`src/rtl/core/ritoa_pkg.sv`:
```
// ----------------------------------------------------------------------------
// ritoa_pkg
// Shared types, constants and the digit-to-ASCII mapping of the radix
// integer to ASCII converter.
// ----------------------------------------------------------------------------
package ritoa_pkg;

	localparam int VALUE_BITS_DEF = 32;
	localparam int MAX_DIGITS_DEF = 32;

	// quotient bits resolved per divider cycle
	localparam int DIV_STEP_BITS = 8;

	localparam int RADIX_BITS  = 5;
	localparam int DIGIT_BITS  = 4;
	localparam int CHAR_BITS   = 7;
	localparam int APB_DATA_W  = 32;
	localparam int APB_ADDR_W  = 3;

	localparam logic [RADIX_BITS-1:0] RADIX_RESET = 5'd10;
	localparam logic [RADIX_BITS-1:0] BASE_MIN    = 5'd2;
	localparam logic [RADIX_BITS-1:0] BASE_MAX    = 5'd16;

	localparam logic [DIGIT_BITS-1:0] DEC_LIMIT = 4'd10;
	localparam logic [CHAR_BITS-1:0]  ASC_ZERO  = 7'd48;
	localparam logic [CHAR_BITS-1:0]  ASC_A     = 7'd65;

	// register index, taken from paddr[2]
	localparam logic REG_RADIX = 1'b0;

	typedef struct packed {
		logic load;   // latch value and base, clear remainder
		logic step;   // run one group of long-division steps
		logic store;  // write remainder to the digit memory, clear it
		logic rd;     // read one digit for output
	} ritoa_cmd_t;

	function automatic logic [CHAR_BITS-1:0] to_ascii(input logic [DIGIT_BITS-1:0] d);
		if (d < DEC_LIMIT) begin
			return ASC_ZERO + CHAR_BITS'(d);
		end
		return ASC_A + CHAR_BITS'(d - DEC_LIMIT);
	endfunction

endpackage

```
`src/rtl/core/ritoa_dp.sv`:
```
// ----------------------------------------------------------------------------
// ritoa_dp
// Datapath: iterative divider by the base, digit memory and output register.
// ----------------------------------------------------------------------------
module ritoa_dp import ritoa_pkg::*; #(
	parameter int VALUE_BITS = VALUE_BITS_DEF,
	parameter int MAX_DIGITS = MAX_DIGITS_DEF
) (
	input  logic                          clk,
	input  ritoa_cmd_t                    cmd,
	input  logic [$clog2(MAX_DIGITS)-1:0] mem_addr,
	input  logic [VALUE_BITS-1:0]         value,
	input  logic [RADIX_BITS-1:0]         radix,
	output logic                          q_zero,
	output logic [CHAR_BITS-1:0]          digit_char
);

	localparam int NSTEP = (VALUE_BITS + DIV_STEP_BITS - 1) / DIV_STEP_BITS;
	localparam int QW    = NSTEP * DIV_STEP_BITS;

	logic [QW-1:0]            q_q;
	logic [DIGIT_BITS-1:0]    r_q;
	logic [RADIX_BITS-1:0]    base_q;
	logic [DIGIT_BITS-1:0]    rd_q;
	logic [DIGIT_BITS-1:0]    mem [MAX_DIGITS];

	logic [RADIX_BITS-1:0]    base_eff;
	logic [QW-1:0]            q_next;
	logic [DIGIT_BITS-1:0]    r_next;
	logic [DIV_STEP_BITS-1:0] qbits;

	always_comb begin
		if (radix < BASE_MIN) begin
			base_eff = BASE_MIN;
		end else if (radix > BASE_MAX) begin
			base_eff = BASE_MAX;
		end else begin
			base_eff = radix;
		end
	end

	// long division, one dividend bit per step, remainder stays below the base
	always_comb begin
		logic [DIGIT_BITS-1:0] r;
		logic [DIGIT_BITS:0]   t;
		r     = r_q;
		qbits = '0;
		for (int i = 0; i < DIV_STEP_BITS; i++) begin
			t = {r, q_q[QW-1-i]};
			if (t >= base_q) begin
				qbits[DIV_STEP_BITS-1-i] = 1'b1;
				r = DIGIT_BITS'(t - base_q);
			end else begin
				r = t[DIGIT_BITS-1:0];
			end
		end
		r_next = r;
		q_next = (q_q << DIV_STEP_BITS) | QW'(qbits);
	end

	always_ff @(posedge clk) begin
		if (cmd.load) begin
			q_q    <= QW'(value);
			r_q    <= '0;
			base_q <= base_eff;
		end else if (cmd.step) begin
			q_q <= q_next;
			r_q <= r_next;
		end else if (cmd.store) begin
			r_q <= '0;
		end
	end

	always_ff @(posedge clk) begin
		if (cmd.store) begin
			mem[mem_addr] <= r_q;
		end
		if (cmd.rd) begin
			rd_q <= mem[mem_addr];
		end
	end

	assign q_zero     = (q_q == '0);
	assign digit_char = to_ascii(rd_q);

endmodule

```
`src/rtl/core/ritoa_ctrl.sv`:
```
// ----------------------------------------------------------------------------
// ritoa_ctrl
// Controller: sequences division groups, digit stores and digit emission.
// ----------------------------------------------------------------------------
module ritoa_ctrl import ritoa_pkg::*; #(
	parameter int VALUE_BITS = VALUE_BITS_DEF,
	parameter int MAX_DIGITS = MAX_DIGITS_DEF
) (
	input  logic                          clk,
	input  logic                          arst_n,
	input  logic                          start,
	input  logic                          q_zero,
	output logic                          busy,
	output ritoa_cmd_t                    cmd,
	output logic [$clog2(MAX_DIGITS)-1:0] mem_addr,
	output logic                          strobe,
	output logic                          last_digit
);

	localparam int NSTEP = (VALUE_BITS + DIV_STEP_BITS - 1) / DIV_STEP_BITS;
	localparam int SW    = (NSTEP > 1) ? $clog2(NSTEP) : 1;
	localparam int AW    = $clog2(MAX_DIGITS);
	localparam int CW    = $clog2(MAX_DIGITS + 1);

	typedef enum logic [1:0] {
		IDLE,
		DIV,
		STORE,
		EMIT
	} state_t;

	state_t         state_q;
	logic [SW-1:0]  step_q;
	logic [CW-1:0]  cnt_q;
	logic           strobe_q;
	logic           last_q;

	always_comb begin
		cmd       = '0;
		cmd.load  = (state_q == IDLE) && start;
		cmd.step  = (state_q == DIV);
		cmd.store = (state_q == STORE);
		cmd.rd    = (state_q == EMIT);
		if (state_q == EMIT) begin
			mem_addr = AW'(cnt_q - CW'(1));
		end else begin
			mem_addr = AW'(cnt_q);
		end
	end

	always_ff @(posedge clk or negedge arst_n) begin
		if (!arst_n) begin
			state_q  <= IDLE;
			step_q   <= '0;
			cnt_q    <= '0;
			strobe_q <= 1'b0;
			last_q   <= 1'b0;
		end else begin
			strobe_q <= 1'b0;
			last_q   <= 1'b0;
			case (state_q)
				IDLE: begin
					if (start) begin
						state_q <= DIV;
						step_q  <= '0;
						cnt_q   <= '0;
					end
				end
				DIV: begin
					if (step_q == SW'(NSTEP - 1)) begin
						step_q  <= '0;
						state_q <= STORE;
					end else begin
						step_q <= step_q + SW'(1);
					end
				end
				STORE: begin
					cnt_q <= cnt_q + CW'(1);
					// stop on a zero quotient or a full digit memory
					if (q_zero || (cnt_q == CW'(MAX_DIGITS - 1))) begin
						state_q <= EMIT;
					end else begin
						state_q <= DIV;
					end
				end
				EMIT: begin
					strobe_q <= 1'b1;
					last_q   <= (cnt_q == CW'(1));
					cnt_q    <= cnt_q - CW'(1);
					if (cnt_q == CW'(1)) begin
						state_q <= IDLE;
					end
				end
				default: begin
					state_q <= IDLE;
				end
			endcase
		end
	end

	assign busy       = (state_q != IDLE);
	assign strobe     = strobe_q;
	assign last_digit = last_q;

endmodule

```
`src/rtl/core/radix_integer_to_ascii.sv`:
```
// ----------------------------------------------------------------------------
// radix_integer_to_ascii
// Converts an unsigned value to ASCII digits in a programmable base 2..16,
// most significant digit first, flagging the final digit.
// ----------------------------------------------------------------------------
//  channel   signals                               direction
//  request   start, busy, value                    in (start), out (busy)
//  result    strobe, digit_char, last_digit        out, one cycle per digit
//  config    psel, penable, pwrite, paddr, pwdata  in; prdata, pready out
//
//  Each digit is divided out in the DIV state, then written to the digit
//  memory in STORE; the shared long-division unit resolves 8 quotient bits
//  per cycle on a quotient of NSTEP*8 bits, NSTEP = ceil(VALUE_BITS/8).
//  Emission takes one cycle per digit from the digit memory read port, and
//  busy stays high through the division and emission of an item; the last
//  digit is strobed in the first cycle with busy low.
//  Reset is asynchronous, active low, and needs no clearing pass.
//  Results cannot be stalled by the receiver.
// ----------------------------------------------------------------------------
module radix_integer_to_ascii import ritoa_pkg::*; #(
	parameter int VALUE_BITS = VALUE_BITS_DEF,
	parameter int MAX_DIGITS = MAX_DIGITS_DEF
) (
	input  logic                  clk,
	input  logic                  arst_n,
	input  logic                  start,
	output logic                  busy,
	input  logic [VALUE_BITS-1:0] value,
	output logic                  strobe,
	output logic [CHAR_BITS-1:0]  digit_char,
	output logic                  last_digit,
	input  logic                  psel,
	input  logic                  penable,
	input  logic                  pwrite,
	input  logic [APB_ADDR_W-1:0] paddr,
	input  logic [APB_DATA_W-1:0] pwdata,
	output logic [APB_DATA_W-1:0] prdata,
	output logic                  pready
);

	logic [RADIX_BITS-1:0]         radix_q;
	ritoa_cmd_t                    cmd;
	logic [$clog2(MAX_DIGITS)-1:0] mem_addr;
	logic                          q_zero;
	logic                          cfg_wr;

	assign pready = 1'b1;
	assign cfg_wr = psel && penable && pwrite && pready;

	always_ff @(posedge clk or negedge arst_n) begin
		if (!arst_n) begin
			radix_q <= RADIX_RESET;
		end else if (cfg_wr && (paddr[2] == REG_RADIX)) begin
			radix_q <= pwdata[RADIX_BITS-1:0];
		end
	end

	always_comb begin
		if (paddr[2] == REG_RADIX) begin
			prdata = APB_DATA_W'(radix_q);
		end else begin
			prdata = '0;
		end
	end

	ritoa_ctrl #(
		.VALUE_BITS (VALUE_BITS),
		.MAX_DIGITS (MAX_DIGITS)
	) u_ctrl (
		.clk        (clk),
		.arst_n     (arst_n),
		.start      (start),
		.q_zero     (q_zero),
		.busy       (busy),
		.cmd        (cmd),
		.mem_addr   (mem_addr),
		.strobe     (strobe),
		.last_digit (last_digit)
	);

	ritoa_dp #(
		.VALUE_BITS (VALUE_BITS),
		.MAX_DIGITS (MAX_DIGITS)
	) u_dp (
		.clk        (clk),
		.cmd        (cmd),
		.mem_addr   (mem_addr),
		.value      (value),
		.radix      (radix_q),
		.q_zero     (q_zero),
		.digit_char (digit_char)
	);

endmodule

```
`config.mk`:
```
export PLATFORM = sky130hd
export DESIGN_NAME = radix_integer_to_ascii
export DESIGN_NICKNAME = d
export VERILOG_FILES = /design/src/rtl/core/ritoa_pkg.sv /design/src/rtl/core/ritoa_dp.sv /design/src/rtl/core/ritoa_ctrl.sv /design/src/rtl/core/radix_integer_to_ascii.sv
export SDC_FILE = /design/constraint.sdc
export NUM_CORES = 1
export LEC_CHECK = 0
export BUFFER_PORTS_ARGS = -buffer_cell sky130_fd_sc_hd__buf_4
export CORE_MARGIN = 2
export CORE_UTILIZATION = 30
export DETAILED_ROUTE_END_ITERATION = 12
export SLEW_MARGIN = 5
export SYNTH_ARGS = -nofsm -noshare
export SYNTH_HDL_FRONTEND = slang
export SYNTH_SLANG_ARGS = --single-unit
```
`constraint.sdc`:
```
create_clock -name clk -period 12.3 [get_ports clk]
set_input_delay 1.23 -clock clk [delete_from_list [all_inputs] [get_ports clk]]
set_output_delay 1.23 -clock clk [all_outputs]
set_load 0.02 [all_outputs]
```
==> run metrics, run 1 <==
PortBufs=58; Setup WS post-layout=0.945 ns; Worst R2R Setup Slack=0.95 ns; WL per Instance=17.0 microns; Max Cap Viol=0; CTS Buf Count=17; Fmax achieved=about 88 MHz; Worst Setup Start Kind=flip-flop; Worst Setup EP=u_dp.r_q[3]; Hold Fails Final Rpt=0; Post-DRT Antenna Nets=0; DRT iter0 DRCs=499; Initial Util=30.4%; worst slew pin tran=~0.8 ns; global-route wire length before repair=between 30000 and 40000 microns; number of global-route vias before repair=6527; number of inserted diodes=0; GR Util met1=17.2%; Synth Warn #=0; Worst Path Max Fanout=8; clock latency at the later pin of the worst-skew pair=~0.45 ns; reg-to-reg endpoint=u_dp.r_q[3]; Crit Path Category=flip-flop to flip-flop; Min Hold Slack=0.506 ns; first drt pass iteration count=5; number of synthesized flops with an enable pin=169; sequential element share of the synthesized area=a little over half; CTS root buf=clkbuf_16; clock sink count=190; Core Region=34500 sq um; status=completed; Worst setup EP type=flip-flop; die width=191 microns; fraction of the cycle the final worst path needs=92.3%; # IOs=about 120; Slew Viols, Final=0; Tmin final=approximately 11 ns; CP Launch Point=u_dp.base_q[0]; share of layout cells above drive strength 1=23.6%; DR vias/cell=4.92; Setup TNS=0 ns; CP peak stage delay=0.61 ns; clock skew=0.0167 ns; DIE AREA=~36000 sq um; ys async rst share=under 10%; maximum clock path buffer count=2; setup slack after placement=~0.85 ns; hold crit path type=flip-flop to flip-flop; vias=6547; slew margin rel.=approximately 47%; CP required=roughly 13 ns; arrival time worst endpoint=between 10 and 15 ns; grt ovf=0; GRT Resource Usage Total=12.8%; layout net count=998; Post-CTS Setup Inserts=0; Synth Instances=799; pin count of the biggest net entering global routing=36; CTS clk-pin slew, worst paths=about 0.08 ns; Area Growth Syn to Fin=14.5%; Final Setup Violations=0; worst r2r path cells=44; busiest grt layer=met2; drc violations=0; TritonCTS clock tree=done; slowest cell on the critical path=edfxtp_1; hold depth=1; M3 GR Usage=2.78%; most frequent CP cell=ha_1; Yosys cell types=60; GP Congestion=0.774; FP Rows=68; synthesized flop and latch total=190; ys flop type=edfxtp_1; cts hold-fix bufs=0; synthesized cell area=10500 sq um; RSZ-0062 raised after global routing=no; Mean Syn Cell Area=13.1 sq um; Total Wirelength=22600 microns; Final HPWL DP=16000 microns; H-tree depth=4; R2R Path Start=u_dp.base_q[0]; initial antenna violation count=0; DIE HEIGHT=191 microns; met2 Use GR=20.8%
==> cells in the final DEF (no fill, tap or decap), drive strengths merged, types with 7 or more instances in the layout <==
cell    netlist  routed
mux2         48      48
xnor2        16      16
and2          7       7
mux4         38      38
edfxtp      169     169
conb          2      28
buf          43      73
nand4        10      10
ha           54      54
a22oi         9       9
nor2         60      60
inv          44      52
a21o         15      15
dfrtp        15      15
nand2        40      40
nor2b        18      18
mux2i         9       9
o21ai        20      20
clkbuf       11      17
a31oi        10      10
nor3          9       9
a21oi        42      42
nand3        11      11
nor4          9       9
nand2b       11      11
fa            8       8
==> registers in the layout (all words and copies together) (netlist names) <==
name               cells
u_ctrl.cnt_q           6
u_dp.r_q               4
u_dp.base_q            5
u_ctrl.strobe          1
radix_q                5
u_ctrl.state_q         2
u_ctrl.step_q          2
u_ctrl.last_digit      1
u_dp.rd_q              4
u_dp.q_q              32
u_dp.mem             128
==> worst max-delay path: cells and delay by family (launching register included) <==
family / cells / cell delay (ns)
xor gates and xnor gates: 1 / 0.10
and+or+nand+nor: 5 / 0.44
adders and majority gates: 8 / 2.68
buffers and inverters: 1 / 0.07
AOI/OAI and AO/OA: 25 / 5.96
muxes: 4 / 1.38
DFF: 1 / 0.61
==> cells in the mapped netlist, types with 3 or more instances <==
library cell / instances / area share [%]
buf_2: 8 / 0.38
o22ai_1: 4 / 0.24
a2111o_1: 5 / 0.54
xor2_1: 5 / 0.42
a32o_1: 3 / 0.29
o21ai_0: 17 / 0.81
xnor2_1: 16 / 1.3
o21a_1: 3 / 0.22
nor3_1: 9 / 0.43
a22oi_1: 9 / 0.65
mux2_2: 48 / 5.2
fa_1: 8 / 1.5
nand2b_1: 11 / 0.66
dfrtp_1: 15 / 3.6
or2_2: 3 / 0.18
buf_1: 4 / 0.14
o31ai_1: 3 / 0.22
buf_4: 30 / 2.2
nor4_1: 9 / 0.54
a21o_1: 15 / 1.1
and3_1: 3 / 0.18
ha_1: 54 / 6.5
nand2_1: 40 / 1.4
nor2b_1: 18 / 1.1
a31o_2: 5 / 0.42
a32oi_1: 3 / 0.25
a21oi_1: 42 / 2.0
nor2_1: 60 / 2.2
clkbuf_1: 11 / 0.39
nand3_1: 11 / 0.53
o21ai_1: 3 / 0.14
a22o_1: 5 / 0.42
nand4_1: 10 / 0.60
mux4_2: 38 / 8.2
dfxtp_1: 4 / 0.77
edfxtp_1: 169 / 48
mux2i_1: 9 / 0.86
inv_1: 42 / 1.5
and2_1: 7 / 0.42
a31oi_1: 10 / 0.60
==> metal layers <==
layer	wire, microns	up-vias	part of all wire (%)
met5	0	-	0
met4	376	0	1.7
met3	1080	23	4.8
met2	10600	161	47
met1	10600	3226	47
li1	-	3137	-
==> kinds of logic after synthesis <==
| logic type | count (synthesis) | share of synthesized area (%) |
|---|---|---|
| other | 2 | 0.0717 |
| adders and majority gates | 62 | 7.98 |
| buffers and inverters | 98 | 4.76 |
| AOI/OAI and AO/OA | 144 | 9.26 |
| xor gates and xnor gates | 21 | 1.76 |
| muxes | 95 | 14.2 |
| and+or+nand+nor | 187 | 8.63 |
| DFF | 190 | 53.3 |
==> layout make-up <==
cell class | count | area [sq um]
inverters | 44 | 165
fillers | 3357 | 22500
clock inverters | 15 | 190
multi-input cells | 537 | 4500
flip-flops and latches | 190 | 5580
well taps | 455 | 569
repair buffers | 73 | 548
clock buffers | 17 | 425
==> through the flow <==
| stage | std cells | util (%) | area (sq um) |
|---|---|---|---|
| floorplan | 825 | - | 10600 |
| global placement | 1299 | 33.0 | 11400 |
| detailed placement | 1299 | 33.0 | 11400 |
| CTS | 1331 | 34.8 | 12000 |
| global route | 1331 | 34.8 | 12000 |
| finish | 1331 | 34.8 | 12000 |
==> timing repair <==
item                                   in CTS  in global routing
endpoints found under the hold margin       0                  0
setup endpoints to repair                   0                  2
gates resized for setup                     0                  1
==> worst min path at each step <==
stage	slack, ns	startpoint	endpoint
4_1_cts	0.51	u_ctrl.step_q[1]	u_ctrl.step_q[1]
3_5_place_dp	0.49	u_ctrl.step_q[1]	u_ctrl.step_q[1]
3_3_place_gp	0.48	u_ctrl.step_q[1]	u_ctrl.step_q[1]
5_1_grt	0.54	u_ctrl.step_q[1]	u_ctrl.step_q[1]
2_1_floorplan	0.46	u_ctrl.cnt_q[5]	u_ctrl.cnt_q[5]
6_report	0.51	u_ctrl.step_q[1]	u_ctrl.step_q[1]
Power of run 1 is left out: the tool's default activity adds up to more than one toggle a clock period on the data nets, which glitch-free logic cannot reach.
==> run 2, diff against run 1 <==
--- a/config.mk
+++ b/config.mk
@@ -7,7 +7,7 @@
 export LEC_CHECK = 0
 export BUFFER_PORTS_ARGS = -buffer_cell sky130_fd_sc_hd__buf_4
 export CORE_MARGIN = 2
-export CORE_UTILIZATION = 30
+export CORE_UTILIZATION = 45
 export DETAILED_ROUTE_END_ITERATION = 12
 export SLEW_MARGIN = 5
 export SYNTH_ARGS = -nofsm -noshare
==> run metrics, run 2 (synthesized netlist as in run 1, its figures left out) <==
clock latency at the later pin of the worst-skew pair=0.44 ns (about the same); H-tree depth=4 (unchanged); CP required=12.62 ns (-0.03 ns); vias=6770 (+3.4%); clock sink count=190 (unchanged); Slew Viols, Final=0 (unchanged); cts hold-fix bufs=0 (unchanged); initial antenna violation count=0 (unchanged); FILL cells=1935 (-42%); PortBufs=58 (unchanged); layout net count=994 (-0.40%); commonest non-fill, non-tap cell in the layout=edfxtp_1; Fmax achieved=86.4 MHz (-1.9%); drc violations=0 (unchanged); Post-CTS Setup Inserts=0 (unchanged); Area Growth Syn to Fin=12.2%; status=completed; slowest cell on the critical path=edfxtp_1; number of inserted diodes=0 (unchanged); Largest regs=u_dp.mem x128, u_dp.q_q x32, u_ctrl.cnt_q x6; Post-DRT Antenna Nets=0 (unchanged); DIE AREA=24500 sq um (-33%); Worst setup EP type=flip-flop; number of global-route vias before repair=6822 (+4.5%); share of layout cells above drive strength 1=23.3% (-0.32 points); CP peak stage delay=0.60 ns (about the same); DIE HEIGHT=157 microns (-18%); Final Setup Violations=0 (unchanged); Largest register FFs=128 (unchanged); Crit Path Category=flip-flop to flip-flop; FP Rows=55 (-19%); CTS Buf Count=17 (unchanged); cts repair resizes=0 (unchanged); Max Cap Viol=0 (unchanged); clock skew=0.0135 ns (-0.00324 ns); Buffers & Inverters on Critical Path=0 (-1); Worst Setup Start Kind=flip-flop; largest reg by FF count=u_dp.mem; DRT iter0 DRCs=518 (+3.8%); first drt pass iteration count=5 (unchanged); slew margin rel.=40.1% (-6.6 points); die width=157 microns (-18%); fraction of the cycle the final worst path needs=94.1% (+1.8 points); Core Region=22700 sq um (-34%); Total Wirelength=23200 microns (+2.7%); WL per Instance=20.1 microns (+18%); GRT Resource Usage Total=19.8% (+7.0 points); final core occ=51.7% (+17 points); # IOs=116 (unchanged); Worst Path Max Fanout=8 (unchanged); arrival time worst endpoint=11.89 ns (+0.19 ns); worst slew pin tran=0.894 ns (+0.0943 ns); global-route wire length before repair=37100 microns (+4.5%); Tmin final=11.57 ns (+0.218 ns); Initial Util=46.1% (+16 points); pin count of the biggest net entering global routing=36 (unchanged); GP Congestion=0.858 (+11%); Hold Fails Final Rpt=0 (unchanged); TritonCTS clock tree=done; Final HPWL DP=16700 microns (+4.6%); most frequent cells in the layout=edfxtp_1 (169), buf_4 (69), nor2_1 (60), ha_1 (54), mux2_2 (48); most frequent CP cell=ha_1; Top Family by Delay on Critical Path=compound AO/OA/AOI/OAI gates; DR vias/cell=5.86 (+19%); CTS root buf=clkbuf_16; CTS clk-pin slew, worst paths=0.07 ns (about the same); hold crit path type=flip-flop to flip-flop; grt ovf=0 (unchanged); maximum clock path buffer count=2 (unchanged)
[run 2: cell types whose count changed in the layout (fill, tap and decap cells not counted), sizes merged]
cell,delta
inv,-2
buf,-4
clkinvlp,-2
clkinv,+3
[run 2: layer usage]
layer	track usage (%)	wire length, microns	vias to the layer above
li1	-	-	3123
met1	27.3	10500	3354
met2	32.7	11200	257
met3	2.80	1120	36
met4	6.12	381	0
met5	0	0	-
[run 2: through the flow]
stage	cells	setup WS (ns)	instance area [sq um]	hold slack (ns)	setup TNS, ns
after floorplan	825	2.19	10600	0.464	0
final	1156	0.727	11700	0.524	0
after global routing	1156	-0.0126	11700	0.546	-0.0126
after global placement	1125	1.05	11100	0.482	0
after CTS	1156	0.601	11700	0.524	0
after detailed placement	1125	0.691	11100	0.513	0
[run 2: path summary, 6_finish.rpt]
| path | startpoint | endpoint | slack [ns] | cells after the start |
|---|---|---|---|---|
| max | u_dp.base_q[0] | u_dp.r_q[2] | 0.73 | 47 |
| min | u_ctrl.step_q[1] | u_ctrl.step_q[1] | 0.52 | 1 |
| max reg2reg | u_dp.base_q[0] | u_dp.r_q[2] | 0.73 | 47 |
| min reg2reg | u_ctrl.step_q[1] | u_ctrl.step_q[1] | 0.52 | 1 |
| max in group asynchronous | arst_n | radix_q[3] | 11.39 | 1 |
| min in group asynchronous | arst_n | radix_q[0] | 0.65 | 1 |
[run 2: layout make-up]
cell class,count,area (sq um),share of cell area [%]
clock buffers,17,425,3.62
well taps,285,357,3.04
multi-input cells,537,4510,38.4
inverters,44,165,1.41
clock inverters,14,190,1.62
repair buffers,69,518,4.41
flip-flops and latches,190,5580,47.5
[run 2: worst reg2reg max path: cells and delay by family, from the launching register on]
family	cells	cell delay, ns
DFF	1	0.60
muxes	2	0.71
AOI/OAI and AO/OA	29	6.44
adders and majority gates	8	2.83
and+or+nand+nor	8	0.87
Power of run 2 is left out for the same reason.
